[src/rtl/spds_ram.sv]
// Simple dual-port RAM: one write port, one read port with registered data.
module spds_ram #(
   parameter int WIDTH = 8,
   parameter int DEPTH = 16
) (
   input  logic                     clock,
   input  logic                     wr_en,
   input  logic [$clog2(DEPTH)-1:0] wr_addr,
   input  logic [WIDTH-1:0]         wr_data,
   input  logic [$clog2(DEPTH)-1:0] rd_addr,
   output logic [WIDTH-1:0]         rd_data
);

   logic [WIDTH-1:0] mem_ff [DEPTH];
   logic [WIDTH-1:0] rd_data_ff;

   always_ff @(posedge clock) begin
      if (wr_en) begin
         mem_ff[wr_addr] <= wr_data;
      end
      rd_data_ff <= mem_ff[rd_addr];
   end

   assign rd_data = rd_data_ff;

endmodule

[config.mk]
export PLATFORM = sky130hd
export DESIGN_NAME = spds_ram
export DESIGN_NICKNAME = d
export VERILOG_FILES = /design/src/rtl/spds_ram.sv
export SDC_FILE = /design/constraint.sdc
export NUM_CORES = 1
export LEC_CHECK = 0
export BUFFER_PORTS_ARGS = -buffer_cell sky130_fd_sc_hd__buf_4
export CORE_UTILIZATION = 45
export CTS_BUF_LIST = sky130_fd_sc_hd__clkbuf_16
export CTS_CLUSTER_DIAMETER = 40
export DETAILED_ROUTE_END_ITERATION = 7
export PLACE_DENSITY_LB_ADDON = 0.3
export SYNTH_ARGS = -nofsm -noshare
export SYNTH_HDL_FRONTEND = slang
export SYNTH_SLANG_ARGS = --single-unit
[constraint.sdc]
create_clock -name clock -period 4.1 [get_ports clock]
set_input_delay 0.41 -clock clock [delete_from_list [all_inputs] [get_ports clock]]
set_output_delay 0.41 -clock clock [all_outputs]
set_load 0.02 [all_outputs]
Word-level counts from Yosys, hierarchy flattened
Memories as Yosys holds them, arrays and structs flattened. A register that Yosys moved wholly into a read port is not among the register bits. Index checks and enable logic that the tools add are counted.

Muxes and demuxes: 2.

Operator list (number): 1-bit two-way mux (2).

Register bits: 0. Bits in writable memories: 128. Input port bits: 18. Output and inout bits: 8. Memories kept: 1.

Memory list: mem_ff (depth 16, bits a word 8, rd ports 1, clocked after Yosys merged registers in 1, write ports 1, line 14) `logic [WIDTH-1:0] mem_ff [DEPTH];`.

Depth between registers and ports, before layout
Depth in word-level cells: 2. Gate-level depth with buffers: 5. Mapped depth without buffers: 3.

Worst setup path after synthesis
No wires, ideal clock.

Kind: input -> register. Start: input port wr_addr[2]. End: memory mem_ff[0][0] (enable). Arrival: 1.520 ns. Data required time: 3.717 ns. Path slack: 2.197 ns. Cell stages on the path: 2. Buffers on the path: 0. Cells stage by stage: or3b_2 -> nor3_1.

RTL lines: start: declaration (line 8) `input logic [$clog2(DEPTH)-1:0] wr_addr,`; end: declaration (line 14).

No word-level cell before the write port.

Final worst setup path
Start: input port wr_addr[2]. End: memory mem_ff[0][4] (enable).

No word-level cell before the write port.

==> results by group <==
Global route
  • Vias in the first global route: 2337
  • Gr usage total: 18.1%
  • Initial antenna violation count: 0
  • Pin count of the biggest net entering global routing: 33
  • Total grt overflow: 0
  • First-pass GRT wire length: 14100 µm

Worst setup path
  • Critical path arrival: 1850 ps
  • Critical-path cell list: buf_4 -> or3b_2 -> nor3_1
  • Critical Path Sink Type: register
  • Slowest Stage Delay on Critical Path: 810 ps
  • Worst EP required: 4120 ps
  • Crit-path leading delay family: simple AND/OR/NAND/NOR gates
  • Slowest CP cell: nor3_1
  • WS Path Type: input pin to register
  • Worst setup SP type: input pin
  • Worst Path Max Fanout: 8
  • Crit path buf inv count: 1

STA
  • Setup_tns: 0 ps
  • Final Setup Violations: 0
  • Relative slew margins: 23.6%
  • Final hold violation count: 0
  • Unrepaired setup endpoints after global routing: false
  • Fmax: 0.548 GHz
  • Crit path time final: 1830 ps
  • Pins Over Slew Limit: 0
  • Period utilisation layout: 44.5%
  • Max Clock Skew: 5.73 ps
  • Worst-Margin Slew: 1140 ps
  • Setup ws final: 2270 ps

Drt
  • Drt first-iter violations: 140
  • DRC: 0
  • Routed wire per std cell: 22.8 µm
  • DR vias/cell: 5.63
  • Drt pass-1 iters: 4
  • Via count: 2349
  • Drt total wl: 9500 µm
  • Post-DRT Antenna Nets: 0

Clock tree
  • Clk_lat worst skew: 400 ps
  • CTS Buf Count: 17
  • Root Driver: clkbuf_16
  • CTS tree: built
  • PostCTS Resize Cnt: 0
  • Post-CTS setup buffers: 0
  • H-tree Lvls: 4
  • Worst-path clk slew: 60 ps
  • Clk sink count: 136
  • Clk buf depth: 2
  • Post-CTS Hold Buffers: 0

Place
  • Dpl cell area: 0.00544 mm²
  • Dpl ws: 1860 ps
  • RD Place Congestion: 0.768
  • DP Cell Count: 385
  • Port Buf Inserts: 25
  • Post-DP HPWL: 5750 µm

Outcome
  • Status: complete, no violations

Finish
  • Layout Cells excl Fill: 417
  • Area growth, synth to finish: 16.8%
  • Most frequent cells in the layout: edfxtp_1 (128), buf_4 (26), mux4_2 (18)
  • Share of cells above drive strength 1: 25.6%
  • Post-route cell area: 0.00601 mm²
  • Commonest non-fill, non-tap cell in the layout: edfxtp_1
  • Final nets: 282
  • Antenna Diode Count: 0

Floorplan
  • Initial Util: 46.9%
  • DIE WIDTH: 109 µm
  • Area of the core: 0.0110 mm²
  • Full die area: 0.0119 mm²
  • Std cell rows: 38
  • Num ports: 26
  • DIE HEIGHT: 109 µm

Synth
  • Area leader, netlist: edfxtp_1
  • Mapped Area: 0.00515 mm²
  • Synth Net Count: 247
  • FF+latch count, synth: 136
  • Syn_area_per_cell: 22.5 µm²
  • Sequential share of the synthesized area: 77.8%
  • Yosys top cell area share: 74.7%
  • Synth unique cells: 19
  • Top cells by area, synth: edfxtp_1 (75%), mux4_2 (7.9%), mux4_1 (7.1%)
  • Cell count after synthesis: 229
  • YS warnings: 0

Power and ir drop
  • Peak supply drop: 0.000395 V
  • Cell Pwr Density: 529 mW/mm²
  • Sw frac: 19.6%
  • Clock power frac: 46.0%
  • Comb power frac: 4.9%
  • P_leak: 2.02 nW
  • Pint: 2.56 mW
  • Sequential power share: 49.1%
  • Sw Pwr: 623 µW

Flow run
  • Max-Cap Viols: 0

Hold path
  • Hold Crit Class: input pin to register
## kinds of logic after synthesis
family | Yosys count | share of synthesized area (%)
DFF | 136 | 77.8
and+or+nand+nor | 35 | 3.18
muxes | 32 | 15.0
AOI/OAI and AO/OA | 16 | 2.33
buffers and inverters | 10 | 1.68
## path summary, 6_finish.rpt
check	from	slack [ps]	cells after the start	end
min	wr_data[6]	310	1	mem_ff[5][6]
max reg2reg	mem_ff[2][3]	2670	3	rd_data[3]
min reg2reg	mem_ff[12][4]	660	3	rd_data[4]
max	wr_addr[2]	2270	3	mem_ff[0][4]
## cell usage after synthesis
cell type and number:
a22oi_1 16, nand2b_1 2, nand3_1 1, dfxtp_1 8
clkdlybuf4s25_2 3, buf_2 3, mux4_2 18, nand3b_1 2
nor3_1 4, nor2_1 13, mux4_1 14, nand2_1 9
and2b_1 1, edfxtp_1 128, nor2b_1 1, buf_6 3
and2_1 1, or3b_2 1, buf_4 1
## power by group through the flow
stage	sequential, mW	combinational (mW)	clock, mW
after floorplan	1.60	0.0789	0
final	1.56	0.155	1.46
after detailed placement	1.59	0.156	0
after global routing	1.57	0.166	1.54
after global placement	1.59	0.154	0
after CTS	1.56	0.157	1.49
## state kept, by name (all words and copies together), names as in the netlist
register,count
mem_ff,128
rd_data,8
## layout make-up
class / count / area, µm²
Fill cell: 813 / 4970
Sequential cell: 136 / 4000
Multi-Input combinational cell: 83 / 1060
Clock buffer: 17 / 425
Timing Repair Buffer: 26 / 195
Tap cell: 140 / 175
Clock inverter: 15 / 150
## through the flow
step	util, %	hold slack (ps)	power, mW
2_1_floorplan	-	509	1.68
3_3_place_gp	49.5	652	1.74
3_5_place_dp	49.5	652	1.75
4_1_cts	54.7	304	3.21
5_1_grt	54.7	306	3.28
6_report	54.7	314	3.18
## per-layer routing
metal	vias to the layer above	global-route usage, %	wire length, µm
met5	-	0	0
met4	0	6.08	87
met3	5	6.16	579
met2	88	27.4	4790
met1	1213	24.5	4040
li1	1043	-	-
(Power assumes the default switching activity.)
