[src/rtl/spds_pkg.sv]
package spds_pkg;

   // Largest graph the store holds
   localparam int MAX_NODES = 64;
   localparam int NODE_W    = $clog2(MAX_NODES);
   localparam int ADDR_W    = 2 * NODE_W;
   localparam int STORE_DEPTH = MAX_NODES * MAX_NODES;

   // Field widths
   localparam int CNT_W    = 7;
   localparam int WEIGHT_W = 31;
   localparam int DIST_W   = 37;
   localparam int SUM_W    = 43;

   localparam logic [CNT_W-1:0] CNT_RESET = CNT_W'(MAX_NODES);
   localparam logic [SUM_W-1:0] SUM_MAX   = {SUM_W{1'b1}};

endpackage

[src/rtl/spds_alu.sv]
// Shared add/compare unit: sum = a + b, lt = (a + b) < c.
// Used for the minimum scan, edge relaxation and the final accumulation.
module spds_alu (
   input  logic [spds_pkg::SUM_W-1:0]  a,
   input  logic [spds_pkg::DIST_W-1:0] b,
   input  logic [spds_pkg::SUM_W-1:0]  c,
   output logic [spds_pkg::SUM_W:0]    sum,
   output logic                        lt
);

   assign sum = {1'b0, a}
              + {{(spds_pkg::SUM_W + 1 - spds_pkg::DIST_W){1'b0}}, b};
   assign lt  = sum < {1'b0, c};

endmodule

[config.mk]
export PLATFORM = sky130hd
export DESIGN_NAME = spds_alu
export DESIGN_NICKNAME = d
export VERILOG_FILES = /design/src/rtl/spds_pkg.sv /design/src/rtl/spds_alu.sv
export SDC_FILE = /design/constraint.sdc
export NUM_CORES = 1
export LEC_CHECK = 0
export BUFFER_PORTS_ARGS = -buffer_cell sky130_fd_sc_hd__buf_2
export CORE_MARGIN = 2
export CORE_UTILIZATION = 43
export DETAILED_ROUTE_END_ITERATION = 10
export PLACE_DENSITY = 0.79
export SLEW_MARGIN = 20
export SYNTH_ARGS = -nofsm -noshare
export SYNTH_HDL_FRONTEND = slang
export SYNTH_SLANG_ARGS = --single-unit
export TNS_END_PERCENT = 10
[constraint.sdc]
create_clock -name vclk -period 6.7
set_clock_uncertainty 0.05 [all_clocks]
set_input_delay 0.335 -clock vclk [all_inputs]
set_output_delay 0.335 -clock vclk [all_outputs]
set_load 0.02 [all_outputs]
# Word level (Yosys, flattened, before mapping)

Index checks and enable logic that the tools add are counted.

Register bits after elaboration: 0
Bits in latches: 0
RAM bits: 0
Bits in read-only memories: 0
Output and inout port bits: 45
Memories kept: 0

Add/subtract/negate cells: 1
Multipliers: 0
Divide/modulo/power cells: 0
$lt $le $gt $ge: 1
Eq/ne operators: 0
Shifts and indexed selects: 0
Multiplexer cells: 0
Bitwise gates (word level): 0
Reduce and logical (&&, ||, !) cells: 0

Operator list:

| cell                                                    | number |
|---|---|
| 43-bit by 37-bit adder with 44-bit output               | 1 |
| 44-bit by 43-bit less-than comparator with 1-bit output | 1 |

# Logic depth before layout (Yosys ltp)

Gate-level depths: netlist (run 1).

Word-level depth: 2
Gate-level depth with buffers: 20
Depth with buffers taken out: 20

# Least setup slack after synthesis (run 1)

Ideal clock, no wire load.

Path type: input to output
From: in a[0] (netlist bit)
To: out lt
Arrival time: 4.158 ns
Data required time: 6.315 ns
Slack: 2.157 ns
Stages on the path: 17
Path buffers: 0
Cells stage by stage: ha_1 -> inv_1 -> fa_1 -> nor2b_1 -> o2111ai_1 -> a21oi_1 -> nor3_1 -> o31ai_1 -> xor2_1 -> ha_1 -> a21o_1 -> a21o_1 -> a211oi_1 -> o21ai_0 -> a221oi_1 -> o21ai_0 -> a211oi_1

Word-level cells in the longest chain between the ends: 2

RTL lines:

| what                                                    | line           | RTL |
|---|---|---|
| start: declaration                                      | spds_alu.sv:4  | `input logic [spds_pkg::SUM_W-1:0] a,` |
| 43-bit by 37-bit adder with 44-bit output               | spds_alu.sv:12 | `+ {{(spds_pkg::SUM_W + 1 - spds_pkg::DIST_W){1'b0}}, b};` |
| via sum (one bit)                                       | spds_alu.sv:7  | `output logic [spds_pkg::SUM_W:0] sum,` |
| 44-bit by 43-bit less-than comparator with 1-bit output | spds_alu.sv:13 | `assign lt = sum < {1'b0, c};` |
| end: declaration                                        | spds_alu.sv:8  | `output logic lt` |

The timed path passes the listed nets, and every way through them passes these cells.

# Worst setup path in the final report (run 1)

From: in a[3] (netlist bit)
To: out lt

Word-level cells in the longest chain between the ends: 2

RTL lines:

| what                                                    | line |
|---|---|
| 43-bit by 37-bit adder with 44-bit output               | spds_alu.sv:12 |
| 44-bit by 43-bit less-than comparator with 1-bit output | spds_alu.sv:13 |

No other way between the ends.

==> metrics, run 1 <==
most frequent cells in the layout=buf_2, ha_1, inv_1; Max Cap Viol=0; I/O pin total=168; Tmin final=4.95 ns; vias=3,885; Final Cycle Share=73.8%; WP data arrival=4.56 ns; vias in the first global route=3,677; residual DRC count=0; Cell Pwr Density=130 nW/um2; layout cells sized above 1=29.5%; Antenna Nets Post-Route=0; die area=8110 um2; Seq pwr share=0%; number of diodes=0; syn avg cell area=7.08 um2; setup TNS=0 ns; GPL Wtd Cong=0.957; core area=7210 um2; endpoints failing hold=0; crit path kind=input port to output port; cell count after synthesis=450; Synth-to-Final Area Change=28.3%; worst slack at placement=1.84 ns; post-cts resize count=0; Vias/cell=5.47; Post-CTS Hold Buffers=0; post-detail-place hpwl=8630 um; Critical Path Source Type=input port; Nets=816; Worst Hold Class=input port to output port; RSZ-0062 raised after global routing=false; status=finished clean; mapped cell area=3190 um2; Worst-Margin Slew=0.524 ns; Worst EP required=6.31 ns; total grt overflow=0; crit path max fanout=4; GRT Overall Usage=22.1%; crit-path most repeated cell=o21ai_0; number of synthesis warnings=0; P_int=219 uW; crit path cell chain=buf_2 > ha_1 > o21ai_0 > o21ai_0 > nand3_1 > a21oi_1 > a21oi_1 > o21ai_0 > a21oi_1 > xnor2_1 > ha_1 > a21o_1 > a21o_1 > a21o_1 > a211oi_1 > o21ai_0 > a221oi_1 > o21ai_0 > a211oi_1 > buf_2; synth unique cells=51; Storage cell area=0 um2; die width=90.1 um; clock share of power=0%; initial core utilization=44.2%; Pre-antenna DRT Iters=4; Crit-path slowest cell=ha_1; Max Freq=202 MHz; die height=90.1 um; initial antenna violation count=0; CLK BUF=0; routed length per instance=13.6 um; Slew headroom=64.8%; Critical Path End Type=output port; fill count=709; combinational power share=100.0%; Max stage delay on crit path=0.34 ns; largest net degree at the start of global routing=10; final number of max-transition violations=0; final setup vio count=0; cell row count=31; sequential element share of the synthesized area=0%; FF+latch count=0; Iter 0 DRT Violations=184; most common cell after layout, fill and taps aside=buf_2; final core occ=56.6%; Post-Syn Nets=653; fin worst setup slack=1.75 ns; Peak VDD IR=0.0659 mV; switching pwr=313 uW; total power=532 uW; port bufs=168; Pleak=2.32 nW; post-CTS setup buffer count=0; first-pass GRT wire length=15,700 um; switching part of the total=58.9%; Total Routed Length=9650 um
critical path: cells and delay by family:
| family | cells | cell delay (ns) |
|---|---|---|
| AND/OR/NAND/NOR | 1 | 0.19 |
| XOR/XNOR | 1 | 0.27 |
| AO/OA/AOI/OAI | 14 | 2.78 |
| adder cells (fa/ha/maj) | 2 | 0.66 |
| buffers and inverters | 2 | 0.33 |
per-layer routing:
metal | track usage, % | routed length [um] | up-vias
met4 | 6.41 | 309 | 0
met2 | 41.2 | 4710 | 155
met5 | 0 | 0 | -
met1 | 27.1 | 4110 | 1742
met3 | 1.34 | 524 | 28
li1 | - | - | 1960
power groups by stage:
stage          combinational [mW]  sequential, mW  clock, mW
4_1_cts                     0.531               0          0
3_3_place_gp                0.516               0          0
3_5_place_dp                0.526               0          0
6_report                    0.532               0          0
5_1_grt                     0.590               0          0
2_1_floorplan               0.368               0          0
metrics by stage:
| stage | instances | hold slack (ns) | cell area (um2) |
|---|---|---|---|
| after floorplan | 450 | 0.778 | 3190 |
| after global placement | 710 | 0.972 | 4090 |
| after detailed placement | 710 | 0.979 | 4090 |
| after CTS | 710 | 0.979 | 4090 |
| after global routing | 710 | 0.985 | 4090 |
| final | 710 | 0.983 | 4090 |
synthesized netlist by cell type, drive strengths merged, types with 2 or more instances:
cell,number,share of area (%)
xnor2,27,7.4
nor4,4,0.79
nand2b,6,1.2
o21a,9,2.1
o21bai,7,1.6
nand3,14,2.2
o2111ai,3,0.82
o221ai,2,0.55
a21o,22,5.2
nor3,5,0.79
a211o,5,1.5
o21ai,32,5.4
and3,6,1.2
buf,7,2.0
nand2,28,3.5
nor2b,5,0.98
ha,79,31
nand4,14,2.7
inv,60,7.1
nor2,23,2.7
a211oi,7,1.6
or3,2,0.39
o31ai,2,0.47
o211ai,5,1.5
a31oi,3,0.59
a21oi,48,7.5
xor2,8,2.2
final cells by class:
cell class,count,area (um2),area share (%)
Inverter,60,225,5.51
Timing Repair Buffer,168,841,20.6
Tap cell,99,124,3.03
Multi-Input combinational cell,383,2900,70.9
path summary, 6_finish.rpt:
path  start       to  slack (ns)  cells past startpoint
max    a[3]       lt        1.75                     20
min   a[41]  sum[41]        0.98                      3
logic make-up (layout without fill, tap and decap cells):
family                   count (synthesis)  in the layout  share of synthesized area (%)
AO/OA/AOI/OAI                          154            154                           31.5
adder cells (fa/ha/maj)                 80             80                           31.7
AND/OR/NAND/NOR                        114            114                           18.1
XOR/XNOR                                35             35                           9.62
buffers and inverters                   67            228                           9.07
Note: power is estimated with default switching activity, not from simulation.
==> inputs of run 2 (changes only) <==
==> constraint.sdc (replaced) <==
create_clock -name vclk -period 4.8
set_clock_uncertainty 0.05 [all_clocks]
set_input_delay 0.24 -clock vclk [all_inputs]
set_output_delay 0.24 -clock vclk [all_outputs]
set_load 0.02 [all_outputs]
==> run 2 against run 1 <==
  * Utilization rose by 0.21 points
  * Sequential share of layout area stayed put
  * Global-route usage up 1.4 points
  * Routed wire length is 1.2% higher
  * Via count shrank 1.4%
  * Final area grew 0.37%
  * Power is 40% higher
  * Hold slack got worse by 0.19 ns
  * Count of clock-buffer cells in the layout unchanged
  * Flip-flop and latch count unchanged
  * Critical path depth up 2
  * Die area did not move
  * Critical endpoint unchanged
==> metrics, run 2 (synthesized netlist as in run 1, its figures left out) <==
status=finished clean (unchanged); Vias/cell=5.39 (was 5.47); Cell Pwr Density=182 nW/um2 (was 130 nW/um2); post-detail-place hpwl=8750 um (was 8630 um); Pre-antenna DRT Iters=4 (unchanged); post-CTS setup buffer count=0 (unchanged); dpl cell area=4090 um2 (about the same); Nets=817 (was 816); Worst Hold Class=input port to output port (unchanged); multi-input logic area=2900 um2 (about the same); RSZ-0062 raised after global routing=false (unchanged); crit path max fanout=3 (was 4); I/O pin total=168 (unchanged); Iter 0 DRT Violations=152 (was 184); Worst EP required=4.51 ns (was 6.31 ns); Peak VDD IR=0.115 mV (was 0.0659 mV); Antenna Nets Post-Route=0 (unchanged); total power=745 uW (was 532 uW); CLK BUF=0 (unchanged); initial core utilization=44.2% (unchanged); Post-CTS Hold Buffers=0 (unchanged); GPL Wtd Cong=0.946 (was 0.957); die width=90.1 um (unchanged); dpl cells=711 (was 710); fill count=724 (was 709); Finished Layout Cells=711 (was 710); final setup vio count=0 (unchanged); cell row count=31 (unchanged); port bufs=168 (unchanged); final number of max-transition violations=0 (unchanged); vias=3,829 (was 3,885); number of diodes=0 (unchanged); crit path kind=input port to output port (unchanged); FF+latch count=0 (unchanged); routed length per instance=13.7 um (was 13.6 um); core area=7210 um2 (unchanged); Tmin final=4.47 ns; Critical Path End Type=output port (unchanged); Pleak=2.32 nW (about the same); most frequent cells in the layout=buf_2, ha_1, inv_1 (unchanged); fin worst setup slack=0.328 ns (was 1.75 ns); Max Freq=224 MHz; first-pass GRT wire length=16,800 um (was 15,700 um); die area=8110 um2 (unchanged); most common cell after layout, fill and taps aside=buf_2 (unchanged); vias in the first global route=3,845 (was 3,677); total grt overflow=0 (unchanged); endpoints failing hold=0 (unchanged); setup TNS=0 ns (unchanged); Final Cycle Share=93.2%; Finished Cell Area=4100 um2 (was 4090 um2); initial antenna violation count=0 (unchanged); layout cells sized above 1=29.9% (was 29.5%); Slew headroom=63.8% (was 64.8%); GRT Overall Usage=23.5% (was 22.1%); worst slack at placement=0.293 ns (was 1.84 ns); residual DRC count=0 (unchanged); Total Routed Length=9760 um (was 9650 um); Max Cap Viol=0 (unchanged); Synth-to-Final Area Change=28.8% (was 28.3%); Storage cell area=0 um2 (unchanged); post-cts resize count=0 (unchanged); Critical Path Source Type=input port (unchanged); largest net degree at the start of global routing=10 (unchanged); Worst-Margin Slew=0.540 ns (was 0.524 ns); WP data arrival=4.18 ns (was 4.56 ns); die height=90.1 um (unchanged)
run 2: layout make-up:
cell class                      count  share of cell area [%]
Multi-Input combinational cell    383                    70.8
Inverter                           60                    5.49
Tap cell                           99                    3.02
Timing Repair Buffer              169                    20.7
run 2: routing by layer:
| metal | track usage (%) | up-vias | share of wire (%) |
|---|---|---|---|
| met2 | 44.4 | 144 | 49 |
| met3 | 2.10 | 18 | 6.2 |
| met4 | 4.74 | 0 | 1.9 |
| met1 | 28.9 | 1699 | 43 |
| li1 | - | 1968 | - |
| met5 | 0 | - | 0 |
run 2: critical path: stages:
cell and delay, ns:
buf_2 0.08, ha_1 0.18, inv_1 0.07, fa_1 0.40
nor2b_1 0.19, o2111ai_1 0.17, a21oi_2 0.20, o21ai_0 0.13
o221ai_1 0.20, a21oi_1 0.13, o21ai_0 0.24, xor2_1 0.13
ha_1 0.19, a21o_1 0.17, a21o_1 0.17, a21o_1 0.17
a211oi_1 0.21, o21ai_0 0.15, a221oi_1 0.21, o21ai_0 0.14
a211oi_1 0.19, buf_2 0.20
run 2: where the power goes:
group	switching [mW]	total, mW	internal, mW
sequential	0	0	0
combinational	0.439	0.745	0.306
clock	0	0	0
run 2: worst paths after layout:
| check | startpoint | end | depth (start not counted) |
|---|---|---|---|
| setup / recovery | a[0] | lt | 22 |
| hold / removal | a[41] | sum[41] | 3 |
run 2: stage by stage:
stage,utilization [%],hold WS (ns)
2_1_floorplan,-,0.588
3_3_place_gp,56.7,0.783
3_5_place_dp,56.7,0.790
4_1_cts,56.7,0.790
5_1_grt,56.9,0.796
6_report,56.9,0.793
